--- src/rtl/core/llca_pkg.sv ---
// ----------------------------------------------------------------------------
// llca_pkg
// Shared constants, register indexes and controller/datapath link types
// for the least-loaded core allocator.
// ----------------------------------------------------------------------------
package llca_pkg;

    localparam int DEF_MAX_CORES = 16;
    localparam int DEF_MAX_LOAD  = 127;

    localparam int LOAD_W     = 7;
    localparam int ACTIVE_W   = 5;
    localparam int WORD_W     = 32;
    localparam int CFG_IDX_W  = 3;
    localparam int CFG_DATA_W = 32;
    localparam int OUT_IDX_W  = 4;
    localparam int IN_TDATA_W  = 8;
    localparam int OUT_TDATA_W = 8;

    // remainder unit works on the low 31 bits of the draw
    localparam int DIV_STEPS = 31;
    localparam int DIVCNT_W  = 5;

    localparam logic [CFG_IDX_W-1:0] CFG_ACTIVE = 3'd0;
    localparam logic [CFG_IDX_W-1:0] CFG_SEED_X = 3'd1;
    localparam logic [CFG_IDX_W-1:0] CFG_SEED_Y = 3'd2;
    localparam logic [CFG_IDX_W-1:0] CFG_SEED_Z = 3'd3;
    localparam logic [CFG_IDX_W-1:0] CFG_SEED_W = 3'd4;

    localparam logic [ACTIVE_W-1:0] RST_ACTIVE = 5'd16;
    localparam logic [WORD_W-1:0]   RST_SEED_X = 32'd123459876;
    localparam logic [WORD_W-1:0]   RST_SEED_Y = 32'd362436069;
    localparam logic [WORD_W-1:0]   RST_SEED_Z = 32'd521288629;
    localparam logic [WORD_W-1:0]   RST_SEED_W = 32'd88675123;

    localparam int SHL_T = 11;
    localparam int SHR_W = 19;
    localparam int SHR_T = 8;

    typedef struct packed {
        logic load_req;   // capture request, reset scan and min/tie trackers
        logic scan_min;   // min/tie pass over load store
        logic scan_sel;   // selection pass over load store
        logic draw;       // advance generator, start remainder
        logic div_step;   // one remainder step
        logic update;     // write back load and occupied mark
        logic out_load;   // load result register
    } llca_cmd_t;

    typedef struct packed {
        logic scan_done;
        logic ties_zero;
        logic div_done;
    } llca_status_t;

endpackage

--- src/rtl/core/least_loaded_core_allocator.sv ---
// ----------------------------------------------------------------------------
// least_loaded_core_allocator
// Picks a random core among the least-loaded free cores for each request.
// ----------------------------------------------------------------------------
// One request is handled at a time. For a request that finds a free core,
// the block takes the request, makes a first pass over the load store of
// the enabled cores, draws, runs a 31-step bit-serial remainder of the
// random draw by the tie count, makes a second pass to pick the core,
// updates its load and hands over the result. Each pass reads one entry
// per cycle through the single read port of the load store. A request
// that finds no free core skips the draw, the remainder, the second pass
// and the update.
// The result sits in an output register, so a new request is taken while
// the previous result still waits. The next result then holds the block
// until m_axis_tready frees the register. Load counts and occupied marks are
// clear right after reset; no clearing pass is needed.
module least_loaded_core_allocator
#(
    parameter int MAX_CORES = llca_pkg::DEF_MAX_CORES,
    parameter int MAX_LOAD  = llca_pkg::DEF_MAX_LOAD
)
(
    input  logic                                clk,
    input  logic                                rst_n,
    input  logic                                cfg_we,
    input  logic [llca_pkg::CFG_IDX_W-1:0]      cfg_index,
    input  logic [llca_pkg::CFG_DATA_W-1:0]     cfg_wdata,
    input  logic                                s_axis_tvalid,
    output logic                                s_axis_tready,
    input  logic [llca_pkg::IN_TDATA_W-1:0]     s_axis_tdata,   // [0] occupy_core
    output logic                                m_axis_tvalid,
    input  logic                                m_axis_tready,
    output logic [llca_pkg::OUT_TDATA_W-1:0]    m_axis_tdata,   // [3:0] core_index
    output logic                                m_axis_tuser    // [0] found
);

    llca_pkg::llca_cmd_t    cmd;
    llca_pkg::llca_status_t status;
    logic [llca_pkg::OUT_IDX_W-1:0] core_index;

    llca_ctrl u_ctrl
    (
        .clk       (clk),
        .rst_n     (rst_n),
        .in_valid  (s_axis_tvalid),
        .in_ready  (s_axis_tready),
        .out_valid (m_axis_tvalid),
        .out_ready (m_axis_tready),
        .status    (status),
        .cmd       (cmd)
    );

    llca_dpath
    #(
        .MAX_CORES (MAX_CORES),
        .MAX_LOAD  (MAX_LOAD)
    )
    u_dpath
    (
        .clk         (clk),
        .rst_n       (rst_n),
        .cfg_we      (cfg_we),
        .cfg_index   (cfg_index),
        .cfg_wdata   (cfg_wdata),
        .occupy_core (s_axis_tdata[0]),
        .cmd         (cmd),
        .status      (status),
        .found       (m_axis_tuser),
        .core_index  (core_index)
    );

    assign m_axis_tdata = llca_pkg::OUT_TDATA_W'(core_index);

endmodule

--- src/rtl/core/llca_ctrl.sv ---
// ----------------------------------------------------------------------------
// llca_ctrl
// Request sequencer: scan, draw, remainder, select, update, deliver.
// ----------------------------------------------------------------------------
module llca_ctrl
(
    input  logic                   clk,
    input  logic                   rst_n,
    input  logic                   in_valid,
    output logic                   in_ready,
    output logic                   out_valid,
    input  logic                   out_ready,
    input  llca_pkg::llca_status_t status,
    output llca_pkg::llca_cmd_t    cmd
);

    localparam logic [2:0] ST_IDLE = 3'd0;
    localparam logic [2:0] ST_SCAN = 3'd1;
    localparam logic [2:0] ST_DRAW = 3'd2;
    localparam logic [2:0] ST_DIV  = 3'd3;
    localparam logic [2:0] ST_SEL  = 3'd4;
    localparam logic [2:0] ST_UPD  = 3'd5;
    localparam logic [2:0] ST_FIN  = 3'd6;

    logic [2:0] state_reg;
    logic [2:0] state_next;
    logic       out_valid_reg;
    logic       out_valid_next;

    assign in_ready  = (state_reg == ST_IDLE);
    assign out_valid = out_valid_reg;

    always_comb
    begin
        state_next     = state_reg;
        out_valid_next = out_valid_reg & ~out_ready;
        cmd            = '0;
        unique case (state_reg)
            ST_IDLE:
            begin
                if (in_valid)
                begin
                    cmd.load_req = 1'b1;
                    state_next   = ST_SCAN;
                end
            end
            ST_SCAN:
            begin
                cmd.scan_min = 1'b1;
                if (status.scan_done)
                begin
                    state_next = status.ties_zero ? ST_FIN : ST_DRAW;
                end
            end
            ST_DRAW:
            begin
                cmd.draw   = 1'b1;
                state_next = ST_DIV;
            end
            ST_DIV:
            begin
                if (status.div_done)
                begin
                    state_next = ST_SEL;
                end
                else
                begin
                    cmd.div_step = 1'b1;
                end
            end
            ST_SEL:
            begin
                cmd.scan_sel = 1'b1;
                if (status.scan_done)
                begin
                    state_next = ST_UPD;
                end
            end
            ST_UPD:
            begin
                cmd.update = 1'b1;
                state_next = ST_FIN;
            end
            ST_FIN:
            begin
                if (!out_valid_reg || out_ready)
                begin
                    cmd.out_load   = 1'b1;
                    out_valid_next = 1'b1;
                    state_next     = ST_IDLE;
                end
            end
            default:
            begin
                state_next = ST_IDLE;
            end
        endcase
    end

    always_ff @(posedge clk or negedge rst_n)
    begin
        if (!rst_n)
        begin
            state_reg     <= ST_IDLE;
            out_valid_reg <= 1'b0;
        end
        else
        begin
            state_reg     <= state_next;
            out_valid_reg <= out_valid_next;
        end
    end

endmodule

--- src/rtl/core/llca_dpath.sv ---
// ----------------------------------------------------------------------------
// llca_dpath
// Load store, occupied marks, xorshift128 generator, serial remainder
// and the scan logic that finds the least load and the chosen core.
// ----------------------------------------------------------------------------
module llca_dpath
#(
    parameter int MAX_CORES = llca_pkg::DEF_MAX_CORES,
    parameter int MAX_LOAD  = llca_pkg::DEF_MAX_LOAD
)
(
    input  logic                               clk,
    input  logic                               rst_n,
    input  logic                               cfg_we,
    input  logic [llca_pkg::CFG_IDX_W-1:0]     cfg_index,
    input  logic [llca_pkg::CFG_DATA_W-1:0]    cfg_wdata,
    input  logic                               occupy_core,
    input  llca_pkg::llca_cmd_t                cmd,
    output llca_pkg::llca_status_t             status,
    output logic                               found,
    output logic [llca_pkg::OUT_IDX_W-1:0]     core_index
);

    localparam int IDX_W = (MAX_CORES > 1) ? $clog2(MAX_CORES) : 1;
    localparam int CNT_W = $clog2(MAX_CORES + 1);
    localparam int LW    = llca_pkg::LOAD_W;
    localparam int WW    = llca_pkg::WORD_W;

    // configuration and generator
    logic [llca_pkg::ACTIVE_W-1:0] active_reg;
    logic [WW-1:0] rx_reg, ry_reg, rz_reg, rw_reg;
    logic [WW-1:0] t_val, w_new;

    // per-core state
    logic [LW-1:0]        load_mem [MAX_CORES];
    logic [MAX_CORES-1:0] lv_reg;
    logic [MAX_CORES-1:0] occ_reg;

    // scan
    logic [CNT_W-1:0] n_cores;
    logic [CNT_W-1:0] idx_reg;
    logic             pipe_v_reg;
    logic [IDX_W-1:0] pipe_idx_reg;
    logic [LW-1:0]    rd_data_reg;
    logic             scan_run;
    logic             issue;
    logic             elig;
    logic [LW-1:0]    load_q;

    logic [LW-1:0]    least_reg;
    logic [CNT_W-1:0] ties_reg;
    logic [CNT_W-1:0] seen_reg;
    logic [IDX_W-1:0] chosen_reg;
    logic [LW-1:0]    chosen_load_reg;
    logic             occupy_reg;

    // remainder
    logic [llca_pkg::DIV_STEPS-1:0] dividend_reg;
    logic [CNT_W-1:0]               rem_reg;
    logic [llca_pkg::DIVCNT_W-1:0]  div_cnt_reg;
    logic [CNT_W:0]                 rem_sh;
    logic                           rem_ge;

    logic             found_reg;
    logic [llca_pkg::OUT_IDX_W-1:0] core_index_reg;

    assign n_cores = (int'(active_reg) > MAX_CORES) ? CNT_W'(MAX_CORES) : CNT_W'(active_reg);

    assign t_val = rx_reg ^ (rx_reg << llca_pkg::SHL_T);
    assign w_new = (rw_reg ^ (rw_reg >> llca_pkg::SHR_W)) ^ (t_val ^ (t_val >> llca_pkg::SHR_T));

    always_ff @(posedge clk or negedge rst_n)
    begin
        if (!rst_n)
        begin
            active_reg <= llca_pkg::RST_ACTIVE;
            rx_reg     <= llca_pkg::RST_SEED_X;
            ry_reg     <= llca_pkg::RST_SEED_Y;
            rz_reg     <= llca_pkg::RST_SEED_Z;
            rw_reg     <= llca_pkg::RST_SEED_W;
        end
        else if (cfg_we)
        begin
            unique case (cfg_index)
                llca_pkg::CFG_ACTIVE: active_reg <= cfg_wdata[llca_pkg::ACTIVE_W-1:0];
                llca_pkg::CFG_SEED_X: rx_reg     <= cfg_wdata[WW-1:0];
                llca_pkg::CFG_SEED_Y: ry_reg     <= cfg_wdata[WW-1:0];
                llca_pkg::CFG_SEED_Z: rz_reg     <= cfg_wdata[WW-1:0];
                llca_pkg::CFG_SEED_W: rw_reg     <= cfg_wdata[WW-1:0];
                default:
                begin
                end
            endcase
        end
        else if (cmd.draw)
        begin
            rx_reg <= ry_reg;
            ry_reg <= rz_reg;
            rz_reg <= rw_reg;
            rw_reg <= w_new;
        end
    end

    // scan front end: one read per cycle, read data is registered
    assign scan_run = cmd.scan_min | cmd.scan_sel;
    assign issue    = scan_run && (idx_reg < n_cores);
    assign elig     = pipe_v_reg && !occ_reg[pipe_idx_reg];
    assign load_q   = lv_reg[pipe_idx_reg] ? rd_data_reg : '0;

    assign status.scan_done = scan_run && !issue && !pipe_v_reg;
    assign status.ties_zero = (ties_reg == '0);
    assign status.div_done  = (div_cnt_reg == llca_pkg::DIVCNT_W'(llca_pkg::DIV_STEPS));

    always_ff @(posedge clk or negedge rst_n)
    begin
        if (!rst_n)
        begin
            idx_reg    <= '0;
            pipe_v_reg <= 1'b0;
        end
        else if (cmd.load_req || cmd.draw)
        begin
            idx_reg    <= '0;
            pipe_v_reg <= 1'b0;
        end
        else if (scan_run)
        begin
            pipe_v_reg <= issue;
            if (issue)
            begin
                idx_reg <= idx_reg + 1'b1;
            end
        end
    end

    always_ff @(posedge clk)
    begin
        if (issue)
        begin
            rd_data_reg  <= load_mem[idx_reg[IDX_W-1:0]];
            pipe_idx_reg <= idx_reg[IDX_W-1:0];
        end
        if (cmd.update)
        begin
            load_mem[chosen_reg] <= (chosen_load_reg < LW'(MAX_LOAD))
                                    ? chosen_load_reg + 1'b1 : chosen_load_reg;
        end
    end

    always_ff @(posedge clk or negedge rst_n)
    begin
        if (!rst_n)
        begin
            lv_reg  <= '0;
            occ_reg <= '0;
        end
        else if (cmd.update)
        begin
            lv_reg[chosen_reg] <= 1'b1;
            if (occupy_reg && (n_cores > CNT_W'(1)))
            begin
                occ_reg[chosen_reg] <= 1'b1;
            end
        end
    end

    // min/tie tracking and tied-core selection
    always_ff @(posedge clk)
    begin
        if (cmd.load_req)
        begin
            occupy_reg <= occupy_core;
            least_reg  <= LW'(MAX_LOAD);
            ties_reg   <= '0;
        end
        else if (cmd.scan_min && elig)
        begin
            if (load_q < least_reg)
            begin
                least_reg <= load_q;
                ties_reg  <= CNT_W'(1);
            end
            else if (load_q == least_reg)
            begin
                ties_reg <= ties_reg + 1'b1;
            end
        end

        if (cmd.draw)
        begin
            seen_reg <= '0;
        end
        else if (cmd.scan_sel && elig && (load_q == least_reg))
        begin
            if (seen_reg == rem_reg)
            begin
                chosen_reg      <= pipe_idx_reg;
                chosen_load_reg <= load_q;
            end
            seen_reg <= seen_reg + 1'b1;
        end
    end

    // restoring remainder, one dividend bit per step
    assign rem_sh = {rem_reg, dividend_reg[llca_pkg::DIV_STEPS-1]};
    assign rem_ge = (rem_sh >= {1'b0, ties_reg});

    always_ff @(posedge clk or negedge rst_n)
    begin
        if (!rst_n)
        begin
            div_cnt_reg <= '0;
        end
        else if (cmd.draw)
        begin
            div_cnt_reg <= '0;
        end
        else if (cmd.div_step)
        begin
            div_cnt_reg <= div_cnt_reg + 1'b1;
        end
    end

    always_ff @(posedge clk)
    begin
        if (cmd.draw)
        begin
            dividend_reg <= w_new[llca_pkg::DIV_STEPS-1:0];
            rem_reg      <= '0;
        end
        else if (cmd.div_step)
        begin
            dividend_reg <= {dividend_reg[llca_pkg::DIV_STEPS-2:0], 1'b0};
            rem_reg      <= rem_ge ? CNT_W'(rem_sh - {1'b0, ties_reg}) : rem_sh[CNT_W-1:0];
        end
    end

    always_ff @(posedge clk)
    begin
        if (cmd.out_load)
        begin
            found_reg      <= (ties_reg != '0);
            core_index_reg <= (ties_reg != '0) ? llca_pkg::OUT_IDX_W'(chosen_reg) : '0;
        end
    end

    assign found      = found_reg;
    assign core_index = core_index_reg;

endmodule
--- config.mk ---
export PLATFORM = sky130hd
export DESIGN_NAME = least_loaded_core_allocator
export DESIGN_NICKNAME = d
export VERILOG_FILES = /design/src/rtl/core/llca_pkg.sv /design/src/rtl/core/least_loaded_core_allocator.sv /design/src/rtl/core/llca_ctrl.sv /design/src/rtl/core/llca_dpath.sv
export SDC_FILE = /design/constraint.sdc
export NUM_CORES = 1
export LEC_CHECK = 0
export BUFFER_PORTS_ARGS = -buffer_cell sky130_fd_sc_hd__buf_2
export CAP_MARGIN = 20
export CELL_PAD_IN_SITES_DETAIL_PLACEMENT = 1
export CELL_PAD_IN_SITES_GLOBAL_PLACEMENT = 2
export CORE_ASPECT_RATIO = 1.1
export CORE_MARGIN = 2
export CORE_UTILIZATION = 43
export CTS_CLUSTER_SIZE = 24
export DETAILED_ROUTE_END_ITERATION = 12
export GPL_ROUTABILITY_DRIVEN = 0
export PLACE_DENSITY_LB_ADDON = 0.05
export SYNTH_ARGS = -nofsm -noshare
export SYNTH_HDL_FRONTEND = slang
export SYNTH_SLANG_ARGS = --single-unit
--- constraint.sdc ---
create_clock -name clk -period 5.68 [get_ports clk]
set_input_delay 1.136 -clock clk [delete_from_list [all_inputs] [get_ports clk]]
set_output_delay 1.136 -clock clk [all_outputs]
set_load 0.02 [all_outputs]
Word level (Yosys, flattened, before mapping)
Memory sizes are Yosys's and may differ from the RTL's. A register that Yosys moved wholly into a read port is not among the register bits. Index checks and enable logic that the tools add are counted. Widths: inputs -> output; s select.

$add $sub $neg: 6. Multipliers: 0. Div/mod/pow operators: 0. Order comparisons: 9. Equal/unequal tests: 22. Shift-type cells: 0. Multiplexer cells: 54. Bitwise gates (word level): 10. Reductions and logical operators: 35.

Operator list (number): $mux 32 (12); $xor 32x32->32 (2); $mux 31 (2); $mux 5 (9); $or 16x16->16 (2); $xor 32x13->32 (1); $xor 32x24->32 (1); $pmux 3 s7 (1); $add 5x1->5 const B (4); $mux 1 (19); $mux 3 (6); $reduce_and 2->1 (9); $mux 7 (2); $eq 3x2->1 const B (4); $eq 3x3->1 const B (4); $lt 4x5->1 const B (2); $ne 2x1->1 const B (5); $reduce_bool 2->1 (5); $logic_and 1x1->1 (9); $bmux 1 s4 (2); $ne 2x2->1 const B (4); $add 7x1->7 const B (1); $eq 7x7->1 (1); $lt 7x7->1 (1); other kinds (21) (28).

Bits in registers: 254. Latch bits: 0. Memory bits (writable): 112. Bits in read-only memories: 0. Output and inout bits: 11. Word-level logic and storage cells: 160. Memories kept: 1.

Memories: u_dpath.load_mem (depth 16, bits a word 7, rd ports 1, clocked after memory_dff 1, write ports 1, line llca_dpath.sv:35) `logic [LW-1:0] load_mem [MAX_CORES];`.

Logic depth before layout (Yosys ltp)
Gate-level depths: netlist of the first run.

Word-level depth: 9. Depth in mapped cells: 15.

Cells and area by module
From an unflattened synthesis of the first run, not the netlist that was laid out.

Cell total of the unflattened synthesis: 1365. Area total of the unflattened synthesis: 16987.5 um2.

By module, submodules not included: llca_dpath (times used 1, cells an instance 1325, area an instance 16652.2 um2, seq. area each 10055.9 um2); llca_ctrl (times used 1, cells an instance 35, area an instance 301.5 um2, seq. area each 100.1 um2); least_loaded_core_allocator (times used 1, cells an instance 5, area an instance 33.8 um2, seq. area each 0.0 um2).

Worst setup path before layout of the first run
Ideal clock, no wire load.

Path kind: register to register. From: reg u_dpath.pipe_idx_reg[1]. To: reg u_dpath.chosen_load_reg[0] (enable). Setup time: 0.408 ns. Arrival time: 3.849 ns. Required time: 5.272 ns. Setup slack: 1.423 ns. Cell stages (with the launch flop): 14. Clock period less this slack: 4.257 ns. Path through: edfxtp_1 buf_2 mux4_2 mux2i_1 nor2_1 a31o_2 nand2_1 inv_1 ha_1 nand3_1 nor2_1 and4b_1 nand2_1 nor4_1.

Elaborated cells between the ends (all ways): 11. Classes of those cells: eq/ne (1); mux (5); reduce/logical (5).

RTL lines: from (decl) (line llca_dpath.sv:43) `logic [IDX_W-1:0] pipe_idx_reg;`; from (signal assigned) (line llca_dpath.sv:141) `pipe_idx_reg <= idx_reg[IDX_W-1:0];`; $bmux 1 s4 (line llca_dpath.sv:108) `assign load_q = lv_reg[pipe_idx_reg] ? rd_data_reg : '0;`; $mux 1 (not written as such) (line llca_dpath.sv:108); $mux 7 (line llca_dpath.sv:108); named net u_dpath.load_q[6] (line llca_dpath.sv:48) `logic [LW-1:0] load_q;`; $eq 7x7->1 (line llca_dpath.sv:193) `else if (cmd.scan_sel && elig && (load_q == least_reg))`; $logic_and 1x1->1 (line llca_dpath.sv:193); $reduce_and 3->1 (no source line); to (signal assigned) (line llca_dpath.sv:198) `chosen_load_reg <= load_q;`; to (decl) (line llca_dpath.sv:54) `logic [LW-1:0] chosen_load_reg;`.

The timed path passes the listed nets, and every way through them passes these cells. The select of a mux whose other input is x is not followed. A chain may end at the register's enable or synchronous reset.

Worst setup path after layout of the first run
From: reg u_dpath.pipe_idx_reg[1]. To: reg u_dpath.chosen_load_reg[2] (enable).

Same word-level chain as after synthesis.

==> qor.yml, run 1 <==
slew_viol_final: 0
cp_data_required_time_ps: 5940
clock_path_buffers: 3
setup_violations: 0
fin_cells: 1983
synth.most_common_cell: "edfxtp_1"
seq_area_frac_synth_pct: 59.1
fin_worst_skew_ps: 26.3
fin_setup_tns_ps: 0
cp-end-kind: "flip-flop"
max_flop_register: "u_dpath.load_mem"
synthDistinctLibCells: 74
internal-power_mw: 7.07
dr_total_vias: 10800
fin_hold_ws_ps: 459
first_pass_iters: 4
clock_sinks: 373
hold_class: "reg -> reg"
crit_chain: "mux4_2, mux2i_1, nor2_1, a31o_2, nand2_1, inv_1, ha_1, nand3_1, nor2_1, and4b_1, nand2_1, nor4_2, buf_4"
start_util_pct: 43.8
post_cts_resized: 0
synth_area_leaders: "edfxtp_1, dfrtp_1, dfstp_2"
power_density_mw_per_mm2: 571
maxCapViolCount: 0
synthFlopType: "edfxtp_1"
slew_headroom_pct: 23.3
place_inst: 1904
detailedPlace.worstSlack_ps: 1480
die_w_um: 195
p_switching_mw: 3.95
insertedDiodeCount: 0
netlist_instances: 1410
fill_cells: 4039
fin_crit_sh_pct: 74.0
grt_pass1_vias: 11600
path_buf_inv: 2
synth_area_per_cell_um2: 12.2
io_pins: 59
finalPower_mw: 11.0
p_sw_share_pct: 35.9
rows: 76
htree_levels: 2
async_flop_share_pct: 48.3
drive_above_1_share_pct: 17.9
seq_power_share_pct: 41.4
finalWirelength_um: 43500
antenna_found_initial: 2
die_y_um: 214
clk_pin_slew_worst_paths_ps: 60
ys_ff_latch: 373
status: "complete, no violations"
cts_tree: "yes"
grt_pass1_wl_um: 68400
postCtsHoldBufs: 0
synth_edf_count: 171
grtUsageTotal_pct: 21.6
numPortBuffers: 47
cts-root-buf: "clkbuf_16"
drtIter0Drc: 460
grt-ovfl-total: 0
rsz0062_at_grt: "no"
crit_path_max_incr_delay_ps: 610
yosysWarnings: 0
seqCellArea_mm2: 0.0102
die-area_mm2: 0.0416
dp_hpwl_um: 28800
nets: 1516
multi_input_area_mm2: 0.00664
clock_latency_ps: 590
syn_area_mm2: 0.0172
cts_setup_buffers: 0
areaGrowthSynthToFinish_pct: 12.3
coreArea_mm2: 0.0393
synth_area_leader_cell: "edfxtp_1"
startpoint_type: "flip-flop"
post-route-min-period_ps: 4200
numCtsBuffers: 41
avgRoutedWirePerCell_um: 21.9
synth_top_area_share_pct: 29.9
cpLargestDelayFamily: "simple AND/OR/NAND/NOR gates"
critPathKind: "reg -> reg"
clkPwrFrac_pct: 24.5
final.setup.worst_slack_ps: 1480
cp_max_fo: 11
grt_max_degree: 88
vias_per_cell: 5.47
combPwrFrac_pct: 34.1
tightestPinTransition_ps: 1150
fmax_mhz: 238
synth_common_cells: "edfxtp_1, nand2_1, dfrtp_1, o21ai_0, mux2i_1"
drc_errors: 0
largest_reg_flops: 112
power_leakage_nw: 7.83
slowest_stage: "edfxtp_1"
postRouteAntennaNets: 0
hold_violations: 0
arrival_ps: 4460
ir_worst_vdd_v: 0.000239
## routing by layer
| metal | share of wire (%) | wire, µm | up-vias | global-route usage (%) |
|---|---|---|---|---|
| li1 | - | - | 5122 | - |
| met1 | 42 | 18100 | 5516 | 26.1 |
| met2 | 53 | 23000 | 140 | 40.4 |
| met3 | 3.0 | 1300 | 62 | 3.41 |
| met4 | 2.4 | 1030 | 4 | 5.84 |
| met5 | 0.062 | 27 | - | 0 |
## power by group through the flow
stage               clock, mW  combinational, mW  sequential [mW]
floorplan                   0               2.98             4.29
finish                   2.70               3.76             4.56
detailed placement          0               3.84             4.62
global route             2.86               4.26             4.68
CTS                      2.77               3.86             4.58
global placement            0               3.73             4.59
## cell families after synthesis
| kind of cell | synth area share, % |
|---|---|
| AND/OR/NAND/NOR | 9.10 |
| flip-flops | 59.1 |
| AO/OA/AOI/OAI | 9.68 |
| buffers and inverters | 2.72 |
| other | 0.0218 |
| adder cells (fa/ha/maj) | 1.85 |
| multiplexers | 12.2 |
| XOR/XNOR | 5.35 |
## layout by cell type, fill, tap and decap left out, types with 13 or more instances in the layout
cell type  instances
o21ai_1           37
ha_1              23
dfstp_2           61
clkbuf_16         41
buf_4             16
xnor2_1           72
buf_2             45
inv_1             31
a21oi_1           62
nor2_1           105
a21o_1            21
edfxtp_1         171
mux4_2            42
xor2_1            33
o21ai_0          113
mux2i_1          106
or2_2             17
clkinv_1          13
nand2_1          156
dfxtp_1           22
dfrtp_1          118
## through the flow
stage | utilization (%) | instance area, µm²
after global routing | 49.1 | 19300
after floorplan | - | 17200
after CTS | 49.0 | 19300
after detailed placement | 45.6 | 17900
after global placement | 45.6 | 17900
final | 49.1 | 19300
## worst paths after layout
kind / from / end / slack, ps / depth (start not counted)
max in group asynchronous: rst_n / u_dpath.ry_reg[12] / 4010 / 2
min in group asynchronous: rst_n / u_dpath.ry_reg[15] / 620 / 1
worst max-delay path: u_dpath.pipe_idx_reg[1] / u_dpath.chosen_load_reg[2] / 1480 / 13
worst min-delay path: u_dpath.occ_reg[12] / u_dpath.occ_reg[12] / 460 / 1
worst max register to register: u_dpath.pipe_idx_reg[1] / u_dpath.chosen_load_reg[2] / 1480 / 13
worst min register to register: u_dpath.occ_reg[12] / u_dpath.occ_reg[12] / 460 / 1
## cell type report
class	count	area share, %
inverters	33	0.642
flip-flops and latches	373	52.6
multi-input cells	930	34.4
repair buffers	65	2.04
clock inverters	23	1.43
clock buffers	52	5.53
well taps	507	3.29
(Power assumes the default switching activity.)
==> run 2: changes to the inputs <==
- CORE_UTILIZATION: 43 -> 39
- clock period: 5.68 -> 3.8 ns (I/O delays scaled with it)
==> run 2 against run 1 <==
  * Sequential cell count did not move
  * Maximum frequency rose by 19%
  * Global-route usage fell by 1.5 points
  * Worst hold slack got worse by 220 ps
  * Via count rose by 0.80%
  * Cell area rose by 2.0%
  * Power rose by 52%
  * Wire length rose by 2.1%
  * Critical endpoint is now u_dpath.chosen_reg[1]
  * Largest cell class unchanged
  * Largest power group unchanged
==> qor.yml, run 2 (same netlist as run 1, synthesis figures left out) <==
drtIter0Drc: 446
ir_worst_vdd_v: 0.000392
hold_violations: 0
placed_cell_area_mm2: 0.0183
grt_pass1_vias: 11600
finalWirelength_um: 44400
cp_max_fo: 11
vias_per_cell: 5.26
grt_pass1_wl_um: 69600
numCtsBuffers: 42
power_density_mw_per_mm2: 852
final_common_cell: "edfxtp_1"
met2_usage_pct: 36.6
p_sw_share_pct: 36.1
avgRoutedWirePerCell_um: 21.3
crit_path_max_incr_delay_ps: 530
top_usage_layer: "met2"
crit_chain: "mux4_2, mux2i_1, nor2_1, a31o_2, nand2_1, inv_1, ha_1, nand4_1, nor2_1, and4b_1, nand2_2, nor4_4, buf_12"
startpoint_type: "flip-flop"
maxCapViolCount: 0
io_pins: 59
cp_data_required_time_ps: 4070
final.setup.worst_slack_ps: 277
areaGrowthSynthToFinish_pct: 14.5
crit_path_frequent_cell: "nor2_1"
status: "complete, no violations"
clock_sinks: 373
fin_hold_ws_ps: 234
detailedPlace.worstSlack_ps: 193
start_util_pct: 39.6
htree_levels: 2
largest_reg_flops: 112
die-area_mm2: 0.0458
grtUsageTotal_pct: 20.1
coreArea_mm2: 0.0434
tightestPinTransition_ps: 927
first_pass_iters: 4
numPortBuffers: 47
antenna_found_initial: 1
postCtsHoldBufs: 0
clk_pin_slew_worst_paths_ps: 60
fin_worst_skew_ps: 21.9
clock_path_buffers: 3
fmax_mhz: 284
insertedDiodeCount: 0
slowest_stage: "mux4_2"
clock_latency_ps: 570
post-route-min-period_ps: 3520
drive_above_1_share_pct: 19.9
final_cell_mix: "edfxtp_1, nand2_1, dfrtp_1"
critPathKind: "reg -> reg"
cp-end-kind: "flip-flop"
die_w_um: 204
slew_headroom_pct: 37.7
hold_class: "in -> async"
internal-power_mw: 10.7
postRouteAntennaNets: 0
nets: 1544
arrival_ps: 3790
dr_total_vias: 10900
slew_viol_final: 0
dp_hpwl_um: 30200
die_y_um: 224
grt-ovfl-total: 0
fin_crit_sh_pct: 92.7
clkPwrFrac_pct: 24.6
cts_tree: "yes"
final_area_mm2: 0.0197
reg2regPathDepth: 13
grt_max_degree: 79
drc_errors: 0
grt_util_met1_pct: 24.2
seq_power_share_pct: 40.4
globalRouteMet3Util_pct: 3.30
p_switching_mw: 6.05
cts-root-buf: "clkbuf_16"
max_flop_register: "u_dpath.load_mem"
power_leakage_nw: 8.02
rows: 80
fin_setup_tns_ps: 0
rsz0062_at_grt: "no"
combPwrFrac_pct: 35.0
setup_violations: 0
[run 2: changes by cell type in the layout (fill, tap and decap cells not counted), moves of 3 or more]
cell       before  now
nor3_1          8   12
clkinv_1       13    3
bufinv_16       5    2
nor3_2          5    1
clkbuf_8        1   10
buf_4          16   41
buf_12          0    4
[run 2: final cells by class]
type	count	area, µm²
flip-flops and latches	373	10200
clock buffers	65	1250
clock inverters	13	159
fillers	4555	23800
well taps	574	718
inverters	33	124
multi-input cells	930	6630
repair buffers	92	638
[run 2: critical path: cells and delay by family (launching register included)]
kind | cells | cell delay, ps
simple gates | 7 | 1220
mux | 2 | 660
flops | 1 | 490
compound gates | 1 | 300
fa+ha+maj | 1 | 290
buf+inv | 2 | 250
[run 2: what timing repair did]
action | CTS | global route
setup endpoints to repair | 0 | 11
resized for setup | 0 | 1
setup buffers | 0 | 1
[run 2: metal layers]
layer | routed length, µm | vias to the layer above
li1 | - | 5180
met1 | 18600 | 5546
met2 | 23500 | 136
met3 | 1120 | 67
met4 | 1190 | 2
met5 | 12 | -
[run 2: path summary, 6_finish.rpt]
| check | from | to | slack [ps] |
|---|---|---|---|
| setup / recovery | u_dpath.pipe_idx_reg[1] | u_dpath.chosen_reg[1] | 280 |
| min in group clk | s_axis_tdata[0] | u_dpath.occupy_reg | 410 |
| hold reg to reg | u_dpath.occ_reg[4] | u_dpath.occ_reg[4] | 460 |
| setup reg to reg | u_dpath.pipe_idx_reg[1] | u_dpath.chosen_reg[1] | 280 |
| max in group asynchronous | rst_n | u_dpath.rx_reg[17] | 2660 |
| hold / removal | rst_n | u_dpath.ry_reg[9] | 230 |
[run 2: metrics by stage]
step / utilization [%] / total power, mW / cells
after floorplan: - / 10.9 / 1413
after global placement: 42.0 / 12.7 / 2001
after detailed placement: 42.0 / 12.9 / 2001
after CTS: 45.3 / 17.1 / 2079
after global routing: 45.3 / 18.0 / 2080
final: 45.3 / 16.8 / 2080
[run 2: power by group through the flow]
stage / combinational [mW] / clock (mW) / sequential (mW)
after CTS: 6.03 / 4.25 / 6.81
after detailed placement: 5.99 / 0 / 6.87
after global routing: 6.65 / 4.39 / 6.95
final: 5.87 / 4.12 / 6.78
after floorplan: 4.46 / 0 / 6.41
after global placement: 5.89 / 0 / 6.84
